**config.mk**
```make
export PLATFORM = sky130hd
export DESIGN_NAME = recurring_window_scheduler
export DESIGN_NICKNAME = d
export VERILOG_FILES = /design/src/design/rws_pkg.sv /design/src/design/rws_cell.sv /design/src/design/rws_div.sv /design/src/design/recurring_window_scheduler.sv
export SDC_FILE = /design/constraint.sdc
export NUM_CORES = 2
export LEC_CHECK = 0
export BUFFER_PORTS_ARGS = -buffer_cell sky130_fd_sc_hd__buf_2
export CAP_MARGIN = 25
export CORE_ASPECT_RATIO = 1.75
export CORE_UTILIZATION = 30
export DETAILED_ROUTE_END_ITERATION = 10
export HOLD_SLACK_MARGIN = 0.12
export PLACE_DENSITY_LB_ADDON = 0.08
export SLEW_MARGIN = 10
export SYNTH_ARGS = -nofsm -noshare
export SYNTH_HDL_FRONTEND = slang
export SYNTH_SLANG_ARGS = --single-unit
```
**constraint.sdc**
```tcl
create_clock -name clk -period 42.5 [get_ports clk]
set_input_delay 6.375 -clock clk [delete_from_list [all_inputs] [get_ports clk]]
set_output_delay 6.375 -clock clk [all_outputs]
set_load 0.1 [all_outputs]
```
**src/design/rws_pkg.sv**
```systemverilog
package rws_pkg;

    localparam int WINDOWS_DEF = 8;
    localparam logic [31:0] DEFAULT_PERIOD = 32'd86400;
    localparam logic [31:0] ALL_ONES = 32'hFFFF_FFFF;

    typedef struct packed {
        logic [31:0] start;
        logic [31:0] length;
        logic [31:0] period;
        logic [31:0] remaining;
        logic        open;
    } window_t;

    typedef struct packed {
        logic        start;
        logic [31:0] dividend;
        logic [31:0] divisor;
    } div_req_t;

    typedef struct packed {
        logic        done;
        logic [31:0] quo;
        logic [31:0] rem;
    } div_rsp_t;

    // end of window, saturated
    function automatic logic [31:0] win_end(input window_t w);
        logic [32:0] e;
        e = {1'b0, w.start} + {1'b0, w.length};
        win_end = e[32] ? ALL_ONES : e[31:0];
    endfunction

endpackage

```
**src/design/rws_cell.sv**
```systemverilog
module rws_cell
(
    input  logic              clk,
    input  logic              rst_n,
    input  logic              shift,
    input  rws_pkg::window_t  d,
    output rws_pkg::window_t  q
);

    rws_pkg::window_t win_reg;

    always_ff @(posedge clk or negedge rst_n)
    begin
        if (!rst_n)
        begin
            win_reg.start     <= '0;
            win_reg.length    <= '0;
            win_reg.period    <= rws_pkg::DEFAULT_PERIOD;
            win_reg.remaining <= '0;
            win_reg.open      <= 1'b0;
        end
        else if (shift)
        begin
            win_reg <= d;
        end
    end

    assign q = win_reg;

endmodule

```
**src/design/rws_div.sv**
```systemverilog
module rws_div
(
    input  logic              clk,
    input  logic              rst_n,
    input  rws_pkg::div_req_t req,
    output rws_pkg::div_rsp_t rsp
);

    logic        busy_reg;
    logic        done_reg;
    logic [4:0]  count_reg;
    logic [31:0] rem_reg;
    logic [31:0] quo_reg;
    logic [31:0] dvs_reg;
    logic [32:0] trial;

    // one quotient bit per cycle, restoring
    assign trial = {rem_reg, quo_reg[31]} - {1'b0, dvs_reg};

    always_ff @(posedge clk or negedge rst_n)
    begin
        if (!rst_n)
        begin
            busy_reg  <= 1'b0;
            done_reg  <= 1'b0;
            count_reg <= '0;
        end
        else
        begin
            done_reg <= 1'b0;
            if (req.start)
            begin
                busy_reg  <= 1'b1;
                count_reg <= '0;
            end
            else if (busy_reg)
            begin
                count_reg <= count_reg + 5'd1;
                if (count_reg == 5'd31)
                begin
                    busy_reg <= 1'b0;
                    done_reg <= 1'b1;
                end
            end
        end
    end

    always_ff @(posedge clk)
    begin
        if (req.start)
        begin
            rem_reg <= '0;
            quo_reg <= req.dividend;
            dvs_reg <= req.divisor;
        end
        else if (busy_reg)
        begin
            if (!trial[32])
            begin
                rem_reg <= trial[31:0];
                quo_reg <= {quo_reg[30:0], 1'b1};
            end
            else
            begin
                rem_reg <= {rem_reg[30:0], quo_reg[31]};
                quo_reg <= {quo_reg[30:0], 1'b0};
            end
        end
    end

    assign rsp.done = done_reg;
    assign rsp.quo  = quo_reg;
    assign rsp.rem  = rem_reg;

endmodule

```
**src/design/recurring_window_scheduler.sv**
```systemverilog
// channel  signals                    accepted when
// input    in_valid / in_ready        in_valid && in_ready
// output   out_valid / out_ready      out_valid && out_ready
//
// Each item visits every window once; a window that needs a catch-up division
// waits on the shared 32-step divider, and the output hand-off comes last.
// The window states circulate once round the ring of cells per item.
// Reset: all windows disabled, period 86400, no window open.
// A result holds in its register until taken; no new item is taken before.
module recurring_window_scheduler
#(
    parameter int WINDOWS = rws_pkg::WINDOWS_DEF
)
(
    input  logic        clk,
    input  logic        rst_n,
    input  logic        in_valid,
    output logic        in_ready,
    input  logic        operation,
    input  logic [31:0] cur_time,
    input  logic [2:0]  window_index,
    input  logic [31:0] start_time,
    input  logic [31:0] length,
    input  logic [31:0] period,
    input  logic [31:0] repeats,
    output logic        out_valid,
    input  logic        out_ready,
    output logic        any_open,
    output logic        opened,
    output logic        closed,
    output logic [31:0] next_start,
    output logic [31:0] active_end
);

    localparam int CW = (WINDOWS > 1) ? $clog2(WINDOWS) : 1;
    localparam int XW = (CW > 3) ? CW : 3;
    localparam logic [CW-1:0] LAST = CW'(WINDOWS - 1);

    typedef enum logic [1:0] {IDLE, EVAL, DIVW, FIN} state_t;

    state_t state_reg;
    logic [CW-1:0] cnt_reg;
    logic op_reg;
    logic [31:0] cur_reg, st_reg, len_reg, per_reg, rep_reg;
    logic [2:0] idx_reg;
    logic opened_reg, closed_reg, agg_reg, out_valid_reg;
    logic [31:0] ns_reg, ae_reg;
    rws_pkg::window_t work_reg;
    logic was_reg;

    rws_pkg::window_t ring_q [WINDOWS];
    rws_pkg::window_t head, ld_win, wr_win, fin_win;
    rws_pkg::div_req_t dreq;
    rws_pkg::div_rsp_t drsp;
    logic shift, need_div, hit;
    logic [31:0] ld_end, hd_end, wk_end, wr_end, diff;
    logic [32:0] tcount;
    logic [33:0] adv, snew;
    logic ev_open, ev_close;

    genvar k;
    generate
        for (k = 0; k < WINDOWS; k++)
        begin : g_cell
            if (k == 0)
            begin : g_first
                rws_cell u_cell (.clk(clk), .rst_n(rst_n), .shift(shift),
                                 .d(wr_win), .q(ring_q[k]));
            end
            else
            begin : g_rest
                rws_cell u_cell (.clk(clk), .rst_n(rst_n), .shift(shift),
                                 .d(ring_q[k-1]), .q(ring_q[k]));
            end
        end
    endgenerate

    rws_div u_div (.clk(clk), .rst_n(rst_n), .req(dreq), .rsp(drsp));

    assign head = ring_q[WINDOWS-1];
    assign hit  = op_reg && (XW'(cnt_reg) == XW'(idx_reg));

    always_comb
    begin
        ld_win.start     = st_reg;
        ld_win.length    = len_reg;
        ld_win.period    = (per_reg != '0) ? per_reg : rws_pkg::DEFAULT_PERIOD;
        ld_win.remaining = (rep_reg != '0) ? rep_reg : rws_pkg::ALL_ONES;
        ld_win.open      = 1'b0;
    end

    assign ld_end = rws_pkg::win_end(ld_win);
    assign hd_end = rws_pkg::win_end(head);
    assign wk_end = rws_pkg::win_end(work_reg);
    assign diff   = cur_reg - wk_end;

    // catch-up: t = q + 1 periods, t * period = diff - rem + period
    assign tcount = {1'b0, drsp.quo} + 33'd1;
    assign adv    = {2'b0, diff} - {2'b0, drsp.rem} + {2'b0, work_reg.period};
    assign snew   = {2'b0, work_reg.start} + adv;

    always_comb
    begin
        fin_win = work_reg;
        fin_win.open = 1'b0;
        if ({1'b0, work_reg.remaining} < tcount)
        begin
            fin_win.start     = '0;
            fin_win.remaining = op_reg ? work_reg.remaining : '0;
        end
        else
        begin
            fin_win.start     = (snew[33:32] != 2'b00) ? 32'd0 : snew[31:0];
            fin_win.remaining = work_reg.remaining - tcount[31:0];
            if (!op_reg && fin_win.remaining == '0)
                fin_win.start = '0;
        end
        if (!op_reg && fin_win.remaining != '0 && fin_win.start != '0 &&
            fin_win.start <= cur_reg)
            fin_win.open = 1'b1;
    end

    always_comb
    begin
        wr_win   = head;
        need_div = 1'b0;
        shift    = 1'b0;
        ev_open  = 1'b0;
        ev_close = 1'b0;
        if (state_reg == EVAL)
        begin
            if (hit)
            begin
                wr_win = ld_win;
                need_div = (st_reg != '0) && (ld_end <= cur_reg);
            end
            else if (!op_reg && head.start != '0)
            begin
                if (hd_end <= cur_reg)
                    need_div = 1'b1;
                else if (!head.open && head.remaining != '0 && head.start <= cur_reg)
                begin
                    wr_win.open = 1'b1;
                    ev_open = 1'b1;
                end
            end
            shift = !need_div;
        end
        else if (state_reg == FIN)
        begin
            wr_win = fin_win;
            shift  = 1'b1;
            if (!op_reg)
            begin
                ev_open  = !was_reg && fin_win.open;
                ev_close = was_reg && !fin_win.open;
            end
        end
    end

    assign wr_end = rws_pkg::win_end(wr_win);

    always_comb
    begin
        dreq.start    = (state_reg == EVAL) && need_div;
        dreq.dividend = cur_reg - (hit ? ld_end : hd_end);
        dreq.divisor  = hit ? ld_win.period : head.period;
    end

    always_ff @(posedge clk or negedge rst_n)
    begin
        if (!rst_n)
        begin
            state_reg     <= IDLE;
            cnt_reg       <= '0;
            agg_reg       <= 1'b0;
            out_valid_reg <= 1'b0;
        end
        else
        begin
            case (state_reg)
                IDLE:
                begin
                    if (out_valid_reg && out_ready)
                        out_valid_reg <= 1'b0;
                    if (in_valid && !out_valid_reg)
                    begin
                        state_reg <= EVAL;
                        cnt_reg   <= '0;
                    end
                end
                EVAL:
                begin
                    if (need_div)
                        state_reg <= DIVW;
                    else if (cnt_reg == LAST)
                        state_reg <= IDLE;
                end
                DIVW:
                begin
                    if (drsp.done)
                        state_reg <= FIN;
                end
                FIN:
                begin
                    state_reg <= (cnt_reg == LAST) ? IDLE : EVAL;
                end
                default:
                begin
                    state_reg <= IDLE;
                end
            endcase
            if (shift)
            begin
                cnt_reg <= cnt_reg + CW'(1);
                if (cnt_reg == LAST)
                begin
                    out_valid_reg <= 1'b1;
                    // closing clears first, opening then sets
                    if (!op_reg)
                    begin
                        if (opened_reg || ev_open)
                            agg_reg <= 1'b1;
                        else if (closed_reg || ev_close)
                            agg_reg <= 1'b0;
                    end
                end
            end
        end
    end

    always_ff @(posedge clk)
    begin
        if (state_reg == IDLE && in_valid && !out_valid_reg)
        begin
            op_reg     <= operation;
            cur_reg    <= cur_time;
            idx_reg    <= window_index;
            st_reg     <= start_time;
            len_reg    <= length;
            per_reg    <= period;
            rep_reg    <= repeats;
            opened_reg <= 1'b0;
            closed_reg <= 1'b0;
            ns_reg     <= '0;
            ae_reg     <= '0;
        end
        if (dreq.start)
        begin
            work_reg <= hit ? ld_win : head;
            was_reg  <= head.open && !hit;
        end
        if (shift)
        begin
            opened_reg <= opened_reg | ev_open;
            closed_reg <= closed_reg | ev_close;
            if (wr_win.start != '0 && (ns_reg == '0 || wr_win.start < ns_reg))
                ns_reg <= wr_win.start;
            if (wr_win.open && (ae_reg == '0 || wr_end < ae_reg))
                ae_reg <= wr_end;
        end
    end

    assign in_ready   = (state_reg == IDLE) && !out_valid_reg;
    assign out_valid  = out_valid_reg;
    assign any_open   = agg_reg;
    assign opened     = opened_reg;
    assign closed     = closed_reg;
    assign next_start = ns_reg;
    assign active_end = ae_reg;

endmodule

```
==> metrics.yaml <==
grt_max_degree: 216
busiest_layer: "met2"
area_growth_pct: 13.6
met2_usage_pct: 42.2
synth_edf_count: 327
cts_resized: 0
cp_common_cell: "a21oi_1"
multi_input_area_mm2: 0.0389
clock_latency_ns: 0.87
relSlewSlack_pct: 31.9
critPathArrivalTime_ns: 21.67
run_status: "finished clean"
hp-class: "flop to flop"
cts_tree: "done"
rsz0062_at_grt: "no"
io_pins: 237
wl_per_cell_um: 25.9
nFillCells: 27600
async_flop_share_pct: 71.2
max_slew.worst_pin.slew_ns: 1.02
dp_hpwl_um: 256000
numCtsBuffers: 166
fp.dieArea_mm2: 0.268
core-area_mm2: 0.265
ys_warn_count: 0
grt.total_usage_pct: 24.5
path_clk_slew_ns: 0.06
largest_reg_flops: 903
route.detailed.drc: 0
synthDistinctLibCells: 90
rows: 250
syn-instance-count: 9079
maxSlewViolCount: 0
met1_usage_pct: 29.5
globalplace.congestion: 1.00
cts_hold_buf: 0
setup_violations: 0
critPathKind: "flop to flop"
drt_iter0_markers: 4507
finalHoldViolations: 0
routed_via_density: 5.09
htree_levels: 4
die_w_um: 392
io_buffers: 236
initial_core_util_pct: 30.2
grt_pass1_vias: 66100
dpl_cell_area_mm2: 0.0853
root_buffer: "clkbuf_16"
post_cts_buffers: 0
period_share_pct: 49.2
finClkSkew_ns: 0.0731
period_minus_slack_ns: 20.92
cp-start-kind: "flop"
firstDrtPassIters: 6
drv_cap: 0
seqCellArea_mm2: 0.0380
fin_area_mm2: 0.0908
grt-ovfl-total: 0
vias: 65700
synth_area_mm2: 0.0799
ant_nets: 0
max_stage_delay_ns: 0.84
synthFlopType: "dfrtp_1"
critPathCaptureType: "flop"
clock.fmax_mhz: 47.8
ys_seq_elements: 1469
yosysSeqAreaShare_pct: 47.5
worst-path-max-fanout: 31
fin_tns_setup_ns: 0
die_h_um: 685
cp_slowest_cell: "nor3_4"
required_ns: 43.24
place_ws_ns: 21.60
clk_path_buf_depth: 4
clock-sinks: 1469
syn_nets: 9802
avgSynthCellArea_um2: 8.80
grt_pass1_wl_um: 477000
final_nets: 9965
antenna_found_initial: 35
wirelength_um: 334000
use_met3_pct: 2.99
setup_slack_ns: 21.58
drive_gt1_share_pct: 8.26
[per-layer routing]
metal  routed length [um]  share of wire [%]
met3                13200                4.0
met2               163000                 49
met4                22000                6.6
met5                   36              0.011
met1               135000                 41
[per-stage QoR]
step / instances / hold slack [ns] / utilization [%]
floorplan: 9079 / 0.433 / -
CTS: 12900 / 0.414 / 34.2
global placement: 12600 / 0.440 / 32.2
detailed placement: 12600 / 0.446 / 32.2
global route: 12900 / 0.430 / 34.3
finish: 12900 / 0.413 / 34.3
[cell families after synthesis]
kind of cell               after synthesis  share of synthesized area [%]
adders and majority gates              555                           9.09
and+or+nand+nor                       4268                           22.4
muxes                                  135                           1.74
AOI/OAI and AO/OA                     1538                           12.2
xor gates and xnor gates               287                           3.15
DFF                                   1469                           47.5
buffers and inverters                  827                           3.92
[critical path: cells and delay by family (launching register included)]
kind                     cells  cell delay (ns)
AND/OR/NAND/NOR             18             3.56
XOR/XNOR                     1             0.16
AO/OA/AOI/OAI               50            12.28
adder cells (fa/ha/maj)      8             2.67
multiplexers                 1             0.38
flip-flops                   1             0.43
buffers and inverters        5             1.31
[cell usage in the layout (no fill, tap or decap), types with 46 or more instances in the layout]
cell / instances
inv_1: 425
dfxtp_1: 96
a21oi_1: 338
dfrtp_1: 1003
a21o_1: 125
nor2b_1: 69
xnor2_1: 187
nand2b_1: 136
edfxtp_1: 327
buf_2: 237
o22a_1: 53
buf_4: 144
and2_1: 46
o21a_1: 78
nor4_1: 75
o22ai_1: 128
o21ai_0: 436
nor3_1: 95
nor2_1: 313
nand2_1: 3155
mux2i_1: 117
o211ai_1: 61
clkbuf_16: 167
xor2_1: 99
nand4_1: 87
nand3_1: 133
ha_1: 513
[path summary, 6_finish.rpt]
kind | startpoint | endpoint | slack [ns] | cells past startpoint
min in group asynchronous | rst_n | g_cell[3].g_rest.u_cell.q[59] | 5.53 | 1
worst max-delay path | work_reg[97] | active_end[4] | 21.58 | 83
worst max register to register | work_reg[97] | active_end[4] | 21.58 | 83
worst min register to register | g_cell[5].g_rest.u_cell.q[36] | g_cell[6].g_rest.u_cell.q[36] | 0.41 | 2
worst min-delay path | g_cell[5].g_rest.u_cell.q[36] | g_cell[6].g_rest.u_cell.q[36] | 0.41 | 2
max in group asynchronous | rst_n | g_cell[2].g_rest.u_cell.q[113] | 31.93 | 8
[cells in the mapped netlist, types with 22 or more instances]
library cell / number / area [um2]
ha_1: 513 / 6420
or2_2: 22 / 138
o21a_1: 80 / 601
mux2i_1: 117 / 1170
nand2_1: 3157 / 11900
fa_1: 42 / 841
nand4_1: 87 / 544
o211ai_1: 61 / 458
dfxtp_1: 96 / 1920
inv_1: 427 / 1600
and3_1: 43 / 269
o21ai_0: 437 / 2190
nor3_1: 95 / 475
o22a_1: 53 / 464
nand2b_1: 137 / 857
clkbuf_1: 369 / 1390
a21o_1: 125 / 938
a21oi_1: 339 / 1700
buf_1: 22 / 82.6
nor2_1: 314 / 1180
xor2_1: 99 / 867
o31ai_1: 24 / 180
and2_1: 46 / 288
nand3_1: 133 / 666
edfxtp_1: 327 / 9820
a211oi_1: 25 / 188
dfstp_2: 40 / 1050
dfrtp_1: 1006 / 25200
nor4_1: 75 / 469
o21bai_1: 30 / 225
a31oi_1: 42 / 263
nor2b_1: 69 / 432
or3_1: 32 / 200
o22ai_1: 128 / 801
xnor2_1: 188 / 1650
[cell type report]
class | count | share of cell area [%]
Multi-Input combinational cell | 6783 | 42.8
Sequential cell | 1469 | 41.8
Clock buffer | 226 | 5.12
Tap cell | 3528 | 4.86
Timing Repair Buffer | 393 | 2.80
Inverter | 429 | 1.79
Clock inverter | 69 | 0.740
Antenna cell | 6 | 0.0165
Power is left out: the tool's default activity adds up to more than one toggle a clock period on the data nets, which glitch-free logic cannot reach.
